### src/rtl/scipd_pkg.sv
`default_nettype none

package scipd_pkg;

  // Filter coefficients, Q0.16
  localparam logic signed [10:0] COEF_SAMPLE   = 11'sd1016;
  localparam logic signed [16:0] COEF_FEEDBACK = 17'sd63504;

  // Reset values
  localparam logic [14:0]        THRESHOLD_RESET = 15'd4915;   // 1.2 g in Q3.12
  localparam logic signed [31:0] ONE_G_Q28       = 32'sd268435456;

  localparam int unsigned THR_W = 15;

  typedef logic signed [15:0] sample_t;
  typedef logic signed [31:0] level_t;
  typedef logic [THR_W-1:0]   thresh_t;
  typedef logic [31:0]        count_t;

endpackage : scipd_pkg

`default_nettype wire

### src/rtl/scipd_in_if.sv
`default_nettype none

interface scipd_in_if
  import scipd_pkg::*;
  ();
  logic    valid;
  logic    ready;
  sample_t accel_sample;
  logic    hold;

  modport source (output valid, output accel_sample, output hold, input ready);
  modport sink   (input valid, input accel_sample, input hold, output ready);
endinterface : scipd_in_if

`default_nettype wire

### src/rtl/scipd_out_if.sv
`default_nettype none

interface scipd_out_if
  import scipd_pkg::*;
  ();
  logic    valid;
  logic    ready;
  count_t  step_count;
  logic    step_seen;
  sample_t smoothed_level;
  logic    led_level;

  modport source (output valid, output step_count, output step_seen,
                  output smoothed_level, output led_level, input ready);
  modport sink   (input valid, input step_count, input step_seen,
                  input smoothed_level, input led_level, output ready);
endinterface : scipd_out_if

`default_nettype wire

### src/rtl/step_counter_iir_peak_detect.sv
`default_nettype none

// A request passes the input register and then the result register on its way to the result.
// Throughput: one request per cycle unless the result side stalls; the filter/peak state
//   loop is combinational: a 32x17 multiply, one add with saturation and three compares.
// Reset (rst_n low, synchronous): filter and peak state, step total, heartbeat and both
//   valid flags clear; reference level goes to 1 g and the threshold to 1.2 g.
module step_counter_iir_peak_detect
  import scipd_pkg::*;
#(
  parameter int unsigned LED_TICKS = 16
) (
  input  wire           clk,
  input  wire           rst_n,
  scipd_in_if.sink      in_chan,
  scipd_out_if.source   out_chan,
  input  wire           cfg_we,
  input  wire [THR_W-1:0] cfg_wdata
);

  localparam int unsigned LedW = (LED_TICKS > 2) ? $clog2(LED_TICKS) : 1;
  localparam logic [LedW-1:0] LedLast = LedW'(LED_TICKS - 1);

  // Input register
  logic    in_vld_r;
  sample_t in_sample_r;
  logic    in_hold_r;

  // Result register
  logic    out_vld_r;
  count_t  out_count_r;
  logic    out_seen_r;
  sample_t out_level_r;
  logic    out_led_r;

  // Block state
  sample_t          prev_sample_r;
  level_t           filter_level_r;
  level_t           ref_level_r;
  logic             was_rising_r;
  count_t           step_total_r;
  logic [LedW-1:0]  led_div_r;
  logic             led_r;
  thresh_t          thresh_r;

  // Next values
  sample_t          prev_sample_nxt;
  level_t           filter_level_nxt;
  level_t           ref_level_nxt;
  logic             was_rising_nxt;
  count_t           step_total_nxt;
  logic [LedW-1:0]  led_div_nxt;
  logic             led_nxt;
  logic             seen_nxt;

  // Handshake: the result register frees when the sink takes it, so the
  // input register can advance in the same cycle.
  logic out_load;
  assign out_load      = in_vld_r && (!out_vld_r || out_chan.ready);
  assign in_chan.ready = !in_vld_r || out_load;

  // Filter datapath
  logic signed [16:0] pair_sum;
  logic signed [27:0] ff_term;
  logic signed [48:0] fb_prod;
  logic signed [32:0] fb_term;
  logic signed [33:0] y_wide;
  level_t             y_sat;
  logic signed [33:0] y_cmp;
  logic signed [33:0] ref_cmp;
  logic signed [33:0] thr_cmp;

  always_comb begin
    // feed-forward: c1 * (x + x_prev), exact in Q3.28
    pair_sum = 17'(in_sample_r) + 17'(prev_sample_r);
    ff_term  = 28'(pair_sum) * 28'(COEF_SAMPLE);
    // feedback: c2 * y_prev, floor-shifted back to Q3.28
    fb_prod  = 49'(filter_level_r) * 49'(COEF_FEEDBACK);
    fb_term  = fb_prod[48:16];
    y_wide   = 34'(fb_term) + 34'(ff_term);
    // clamp to the signed 32-bit range
    if (y_wide > 34'sd2147483647) begin
      y_sat = 32'sh7fffffff;
    end else if (y_wide < -34'sd2147483648) begin
      y_sat = 32'sh80000000;
    end else begin
      y_sat = y_wide[31:0];
    end
    y_cmp   = 34'(y_sat);
    ref_cmp = 34'(ref_level_r);
    thr_cmp = $signed({3'b000, thresh_r, 16'h0000});
  end

  // State update for one accepted sample; a held sample changes nothing.
  always_comb begin
    prev_sample_nxt  = prev_sample_r;
    filter_level_nxt = filter_level_r;
    ref_level_nxt    = ref_level_r;
    was_rising_nxt   = was_rising_r;
    step_total_nxt   = step_total_r;
    led_div_nxt      = led_div_r;
    led_nxt          = led_r;
    seen_nxt         = 1'b0;
    if (in_vld_r && out_load && !in_hold_r) begin
      // peak: was rising, now falling, and above threshold
      if (was_rising_r && (y_cmp < ref_cmp) && (y_cmp > thr_cmp)) begin
        step_total_nxt = step_total_r + 32'd1;
        seen_nxt       = 1'b1;
      end
      prev_sample_nxt  = in_sample_r;
      filter_level_nxt = y_sat;
      was_rising_nxt   = y_cmp > ref_cmp;
      ref_level_nxt    = y_sat;
      // heartbeat divider: toggle on wrap
      if (led_div_r >= LedLast) begin
        led_div_nxt = '0;
        led_nxt     = !led_r;
      end else begin
        led_div_nxt = led_div_r + LedW'(1);
      end
    end
  end

  // Control and state registers
  always_ff @(posedge clk) begin
    if (!rst_n) begin
      in_vld_r       <= 1'b0;
      out_vld_r      <= 1'b0;
      prev_sample_r  <= '0;
      filter_level_r <= '0;
      ref_level_r    <= ONE_G_Q28;
      was_rising_r   <= 1'b0;
      step_total_r   <= '0;
      led_div_r      <= '0;
      led_r          <= 1'b0;
      thresh_r       <= THRESHOLD_RESET;
    end else begin
      if (in_chan.ready) begin
        in_vld_r <= in_chan.valid;
      end
      if (out_load) begin
        out_vld_r <= 1'b1;
      end else if (out_chan.ready) begin
        out_vld_r <= 1'b0;
      end
      prev_sample_r  <= prev_sample_nxt;
      filter_level_r <= filter_level_nxt;
      ref_level_r    <= ref_level_nxt;
      was_rising_r   <= was_rising_nxt;
      step_total_r   <= step_total_nxt;
      led_div_r      <= led_div_nxt;
      led_r          <= led_nxt;
      // the user must write config only while idle; the block itself does not enforce it
      if (cfg_we) begin
        thresh_r <= cfg_wdata;
      end
    end
  end

  // Payload registers: capture the request, hold while stalled
  always_ff @(posedge clk) begin
    if (in_chan.ready && in_chan.valid) begin
      in_sample_r <= in_chan.accel_sample;
      in_hold_r   <= in_chan.hold;
    end
    if (out_load) begin
      out_count_r <= step_total_nxt;
      out_seen_r  <= seen_nxt;
      out_level_r <= filter_level_nxt[31:16];   // floor to Q3.12
      out_led_r   <= led_nxt;
    end
  end

  assign out_chan.valid          = out_vld_r;
  assign out_chan.step_count     = out_count_r;
  assign out_chan.step_seen      = out_seen_r;
  assign out_chan.smoothed_level = out_level_r;
  assign out_chan.led_level      = out_led_r;

endmodule : step_counter_iir_peak_detect

`default_nettype wire

### src/flat_wrapper.sv
// flat-port wrapper written by rule: the top's interface ports become plain ports
module step_counter_iir_peak_detect_flat import scipd_pkg::*;
#(
  parameter int unsigned LED_TICKS = 16
)
  (clk, rst_n, cfg_we, cfg_wdata, in_chan_valid, in_chan_accel_sample, in_chan_hold, in_chan_ready, out_chan_valid, out_chan_step_count, out_chan_step_seen, out_chan_smoothed_level, out_chan_led_level, out_chan_ready);
  scipd_in_if in_chan_i ();
  scipd_out_if out_chan_i ();
  input  wire clk;
  input  wire rst_n;
  input  wire cfg_we;
  input  wire [THR_W-1:0] cfg_wdata;
  input wire logic [$bits(in_chan_i.valid)-1:0] in_chan_valid;
  input wire logic [$bits(in_chan_i.accel_sample)-1:0] in_chan_accel_sample;
  input wire logic [$bits(in_chan_i.hold)-1:0] in_chan_hold;
  output wire logic [$bits(in_chan_i.ready)-1:0] in_chan_ready;
  output wire logic [$bits(out_chan_i.valid)-1:0] out_chan_valid;
  output wire logic [$bits(out_chan_i.step_count)-1:0] out_chan_step_count;
  output wire logic [$bits(out_chan_i.step_seen)-1:0] out_chan_step_seen;
  output wire logic [$bits(out_chan_i.smoothed_level)-1:0] out_chan_smoothed_level;
  output wire logic [$bits(out_chan_i.led_level)-1:0] out_chan_led_level;
  input wire logic [$bits(out_chan_i.ready)-1:0] out_chan_ready;
  assign in_chan_i.valid = in_chan_valid;
  assign in_chan_i.accel_sample = in_chan_accel_sample;
  assign in_chan_i.hold = in_chan_hold;
  assign in_chan_ready = in_chan_i.ready;
  assign out_chan_valid = out_chan_i.valid;
  assign out_chan_step_count = out_chan_i.step_count;
  assign out_chan_step_seen = out_chan_i.step_seen;
  assign out_chan_smoothed_level = out_chan_i.smoothed_level;
  assign out_chan_led_level = out_chan_i.led_level;
  assign out_chan_i.ready = out_chan_ready;
  step_counter_iir_peak_detect #(.LED_TICKS(LED_TICKS)) u_core (.clk(clk), .rst_n(rst_n), .in_chan(in_chan_i), .out_chan(out_chan_i), .cfg_we(cfg_we), .cfg_wdata(cfg_wdata));
endmodule
### config.mk
export PLATFORM = sky130hd
export DESIGN_NAME = step_counter_iir_peak_detect_flat
export DESIGN_NICKNAME = d
export VERILOG_FILES = /design/src/rtl/scipd_pkg.sv /design/src/rtl/scipd_in_if.sv /design/src/rtl/scipd_out_if.sv /design/src/rtl/step_counter_iir_peak_detect.sv /design/src/flat_wrapper.sv
export SDC_FILE = /design/constraint.sdc
export NUM_CORES = 1
export LEC_CHECK = 0
export BUFFER_PORTS_ARGS = -buffer_cell sky130_fd_sc_hd__buf_2
export CAP_MARGIN = 10
export CORE_MARGIN = 1.5
export CORE_UTILIZATION = 43
export DETAILED_ROUTE_END_ITERATION = 6
export PLACE_DENSITY = 0.62
export SLEW_MARGIN = 15
export SYNTH_ARGS = -nofsm -noshare
export SYNTH_HDL_FRONTEND = slang
export SYNTH_SLANG_ARGS = --single-unit
### constraint.sdc
create_clock -name clk -period 23.7 [get_ports clk]
set_input_delay 5.925 -clock clk [delete_from_list [all_inputs] [get_ports clk]]
set_output_delay 5.925 -clock clk [all_outputs]
set_load 0.005 [all_outputs]
Word level (Yosys, flattened, before mapping)
Index checks and enable logic that the tools add are counted. W data, S select, Z words.

Add/sub/neg operators: 4. $mul: 2. Magnitude comparators: 6. Multiplexer cells: 11. Reduce and logical (&&, ||, !) cells: 13.

Operators with widths (number): $mux W32 (5); $gt A32 B32 Y1 (2); $mul A32 B13 Y45 const B (1); $add A33 B28 Y34 (1); $gt A34 B32 Y1 const B (1); $lt A34 B32 Y1 const B (1); $add A32 B1 Y32 const B (1); $lt A32 B32 Y1 (1); $mul A17 B8 Y25 const B (1); $add A16 B16 Y17 (1); $logic_and A1 B1 Y1 (6); $mux W1 (5); $add A4 B1 Y4 const B (1); $ge A4 B4 Y1 const B (1); $logic_not A1 Y1 (4); $mux W4 (1); $logic_or A1 B1 Y1 (2); $reduce_bool A2 Y1 (1).

Flip-flop bits (word level): 202. Input port bits: 37. Word-level logic and storage cells: 53.

Logic depth before layout (Yosys ltp)
Word-level depth: 11. Gate-level depth with buffers: 59.

Worst setup path after synthesis
Ideal clock, no wire load.

Kind: register to register. Start: register u_core.in_sample_r[0]. End: register u_core.out_count_r[28], in the netlist u_core.out_chan.step_count[28] (data pin). Library setup time: 274 ps. Data arrival time: 12139 ps. Required time: 23426 ps. Slack: 11287 ps. Stages on the path, launching flop included: 52. Buffers on the path: 4. Clock period less this slack: 12413 ps. Cell sequence: edfxtp_1 > ha_1 > inv_1 > fa_1 > nor2b_1 > o21ai_1 > a2bb2oi_2 > nor2b_1 > xnor2_1 > fa_1 > fa_1 > fa_1 > inv_1 > fa_1 > inv_1 > ha_1 > a21oi_1 > nor2b_1 > (+16 left out) > or4_1 > clkbuf_1 > buf_6 > buf_2 > nand2_1 > ha_1 > nor2b_1 > o21a_1 > o21a_1 > o21a_1 > o211ai_1 > a21oi_1 > a211o_1 > o211a_1 > nor2_1 > buf_1 > nor4_2 > xor2_1.

Word-level cells in the longest chain between the ends: 11. Elaborated cells on any way between the ends: 13.

RTL lines: from (decl) (line step_counter_iir_peak_detect.sv:26) `sample_t in_sample_r;`; from (signal assigned) (line step_counter_iir_peak_detect.sv:163) `in_sample_r <= in_chan.accel_sample;`; $add A16 B16 Y17 * (line step_counter_iir_peak_detect.sv:75) `pair_sum = 17'(in_sample_r) + 17'(prev_sample_r);`; $mul A17 B8 Y25 * (line step_counter_iir_peak_detect.sv:76) `ff_term = 28'(pair_sum) * 28'(COEF_SAMPLE);`; $add A33 B28 Y34 * (line step_counter_iir_peak_detect.sv:80) `y_wide = 34'(fb_term) + 34'(ff_term);`; $lt A34 B32 Y1 (line step_counter_iir_peak_detect.sv:84) `end else if (y_wide < -34'sd2147483648) begin`; $mux W32 (line step_counter_iir_peak_detect.sv:84); $mux W32 * (line step_counter_iir_peak_detect.sv:82) `if (y_wide > 34'sd2147483647) begin`; net u_core.y_sat[1] (line step_counter_iir_peak_detect.sv:68) `level_t y_sat;`; $lt A32 B32 Y1 (line step_counter_iir_peak_detect.sv:106) `if (was_rising_r && (y_cmp < ref_cmp) && (y_cmp > thr_cmp)) begin`; $logic_and A1 B1 Y1 (line step_counter_iir_peak_detect.sv:106); $logic_and A1 B1 Y1 * (line step_counter_iir_peak_detect.sv:106); $mux W32 * (line step_counter_iir_peak_detect.sv:106); $mux W32 * (line step_counter_iir_peak_detect.sv:104) `if (in_vld_r && out_load && !in_hold_r) begin`; net u_core.step_total_nxt[28] (line step_counter_iir_peak_detect.sv:51) `count_t step_total_nxt;`; to (signal assigned) (line step_counter_iir_peak_detect.sv:167) `out_count_r <= step_total_nxt;`; to (decl) (line step_counter_iir_peak_detect.sv:31) `count_t out_count_r;`.

The timed path passes the listed nets; every way through them passes the cells marked *. A chain may end at the register's enable or synchronous reset.

Worst setup path in the final report
Start: register u_core.in_sample_r[0]. End: register u_core.step_total_r[12].

Word-level cells in the longest chain between the ends: 11. Elaborated cells on any way between the ends: 13.

RTL lines: $add A16 B16 Y17 * (line step_counter_iir_peak_detect.sv:75); $mul A17 B8 Y25 * (line step_counter_iir_peak_detect.sv:76); $add A33 B28 Y34 * (line step_counter_iir_peak_detect.sv:80); $lt A34 B32 Y1 (line step_counter_iir_peak_detect.sv:84); $mux W32 (line step_counter_iir_peak_detect.sv:84); $mux W32 * (line step_counter_iir_peak_detect.sv:82); net u_core.y_sat[1] (line step_counter_iir_peak_detect.sv:68); $lt A32 B32 Y1 (line step_counter_iir_peak_detect.sv:106); $logic_and A1 B1 Y1 (line step_counter_iir_peak_detect.sv:106); $logic_and A1 B1 Y1 * (line step_counter_iir_peak_detect.sv:106); $mux W32 * (line step_counter_iir_peak_detect.sv:106); $mux W32 * (line step_counter_iir_peak_detect.sv:104); to (signal assigned) (line step_counter_iir_peak_detect.sv:150) `step_total_r <= step_total_nxt;`; to (decl) (line step_counter_iir_peak_detect.sv:41) `count_t step_total_r;`.

Marked as above.

==> run metrics <==
outcome=complete, but fails checks; failing checks=DRC; FP Rows=79; Crit-path slowest cell=o31ai_1; PostCTS Resize Cnt=0; unrepaired setup endpoints after global routing=no; Syn Inst Count=2208; htree depth=4; Worst-path clk slew=0.08 ns; share of cells above drive strength 1=0.0949; first-pass GRT wire length=81.0 mm; Chip Width=221 um; worst reg-to-reg path cell count=52; ant diodes=0; syn_area_per_cell=9.26 um2; DRC=5; Post-synth ARST share=0; Total Routing Usage GR=0.206; crit path DAT=14.41 ns; crit start category=register; worst hold path depth=2; die area=48900 um2; antenna violations before repair=0; worst hold start=u_core.prev_sample_r[5]; remaining antenna violation count=0; worst hold path endpoint=u_core.prev_sample_r[5]; kind of end point of the critical path=register; 1st-pass router iterations=7; GPL Wtd Cong=0.910; sequential area share after synthesis=0.215; largest buffer count on any clock path=2; Worst Setup SP=u_core.in_sample_r[0]; Max-slew headroom=0.280; Post-Syn Area=20400 um2; hold buffer count at CTS=0; WP data required=24.10 ns; Cells after DPL=2841; total grt overflow=0; Synth warnings=0; Post-synth EDFFs=67; Final Hold Fails=0; Yosys cell types=86; Non-Filler Instances=2873; Max-cap violations=0; CP max stage delay=0.84 ns; CP most frequent cell=inv_1; # fillers=4416; #FFs+latches synth=186; Initial Util=0.437; Core Region=46800 um2; clock skew=0.0223 ns; Crit Path Max Fanout=49; r2r setup slk=9.68 ns; Final nets=2724; Most used DFF post-synth=dfxtp_1; vias in the first global route=15678; min-delay worst type=register to register; Fin Setup TNS=0 ns; final wirelength=48.5 mm; Critical R2R Launch=u_core.in_sample_r[0]; syn_nets=2679; routed wire length per instance=16.9 um; Sink Count=186; drt first-iter violations=947; CTS Buf Count=17; Die Ht=221 um; Post-CTS Setup Bufs=0; r2r endpoint=u_core.step_total_r[12]; worst-skew pair later-pin latency=0.49 ns; Max Slew Vio Count=0; largest net degree at the start of global routing=73; minimum clock period=14.02 ns; CTS tree=built; vias per cell=5.45; synthesis-to-finish area growth=7.79%; IO Count=89; Final Setup Violations=0; final worst path period share=0.591; critical path type=register to register; Port Buf Inserts=88; fmax=0.0713 GHz; Root Buffer=clkbuf_16; vias post-DR=15665; Worst Max-Slew Pin Slew=1.08 ns; DP HPWL=38.6 mm
==> cell usage after synthesis (18+ instances only) <==
master    count  area [um2]
nor2_1       96         360
nor3_1       33         165
xnor2_1      86         753
xor2_1       56         490
dfxtp_1     119        2380
a31oi_1      40         250
mux2i_1      31         310
a21oi_1     124         621
nor2b_1      21         131
inv_1       309        1160
nand2_1     219         822
a21o_1       46         345
clkbuf_1     45         169
o21ai_0      44         220
o31ai_1      18         135
o21a_1       24         180
nand2b_1     26         163
fa_1        185        3700
edfxtp_1     67        2010
nand3_1      66         330
nand4_1      30         188
ha_1        249        3120
==> critical path: cells and delay by family (launching register included) <==
| kind | cells | cell delay [ns] |
|---|---|---|
| buffers and inverters | 7 | 0.70 |
| xor gates and xnor gates | 4 | 1.43 |
| and+or+nand+nor | 14 | 3.99 |
| DFF | 1 | 0.37 |
| AOI/OAI and AO/OA | 18 | 3.76 |
| adders and majority gates | 9 | 3.58 |
==> flip-flops by register name, summed over array words and instances, names as in the netlist <==
name,flops
u_core.in_vld_r,1
u_core.led_div_r,4
u_core.prev_sample_r,16
u_core.filter_level_r,16
u_core.in_sample_r,16
u_core.out_chan.smoothed_level,16
u_core.out_chan.step_count,32
u_core.out_chan.step_seen,1
u_core.ref_level_r,32
u_core.in_hold_r,1
u_core.out_chan.led_level,1
u_core.out_chan.valid,1
u_core.led_r,1
u_core.step_total_r,32
u_core.thresh_r,15
u_core.was_rising_r,1
==> metal layers <==
metal / share of wire / GRT usage / vias up
met4: 0.024 / 0.0627 / 0
li1: - / - / 7654
met3: 0.045 / 0.0405 / 62
met2: 0.47 / 0.340 / 337
met1: 0.46 / 0.274 / 7612
met5: 0 / 0 / -
==> worst max path at each step <==
stage,endpoint,slack (ns),cells past startpoint
finish,u_core.step_total_r[12],9.68,52
global route,u_core.step_total_r[12],8.47,52
CTS,u_core.step_total_r[12],9.71,52
detailed placement,u_core.step_total_r[12],9.81,52
global placement,u_core.step_total_r[12],10.20,52
floorplan,u_core.out_chan.step_count[28],11.29,51
==> cell families (layout without fill, tap and decap cells) <==
kind of cell,count (synthesis),after routing,share of synthesized area
simple gates,587,587,0.148
fa+ha+maj,441,441,0.337
compound gates,426,426,0.144
buf+inv,388,446,0.0742
flops,186,186,0.215
xor+xnor,146,146,0.0653
mux,34,34,0.0170
==> placed cells by master (no fill, tap or decap), drive strengths merged, types with 31 or more instances in the layout <==
master,count
a21oi,136
nor3,38
mux2i,31
dfxtp,119
o21ai,60
xnor2,88
fa,185
buf,101
inv,319
edfxtp,67
nand2,219
a31oi,42
nor2,96
a21o,46
nand3,66
xor2,56
ha,249
==> layout make-up <==
type	count	area, um2	area share
clock buffer	18	429	0.0195
clock inverter	14	165	0.00750
inverter	313	1180	0.0534
multi-input combinational	1634	14600	0.661
sequential	186	4390	0.199
tap	607	759	0.0345
timing repair buffer	101	538	0.0244
==> per-stage QoR <==
step / util / setup slack, ns / hold slack, ns / cell area [um2]
2_1_floorplan: - / 11.29 / 0.435 / 20400
3_3_place_gp: 0.459 / 10.20 / 0.447 / 21400
3_5_place_dp: 0.459 / 9.81 / 0.453 / 21400
4_1_cts: 0.471 / 9.71 / 0.464 / 22000
5_1_grt: 0.471 / 8.47 / 0.484 / 22000
6_report: 0.471 / 9.68 / 0.461 / 22000
Power is left out: the tool's default activity adds up to more than one toggle a clock period on the data nets, which glitch-free logic cannot reach.
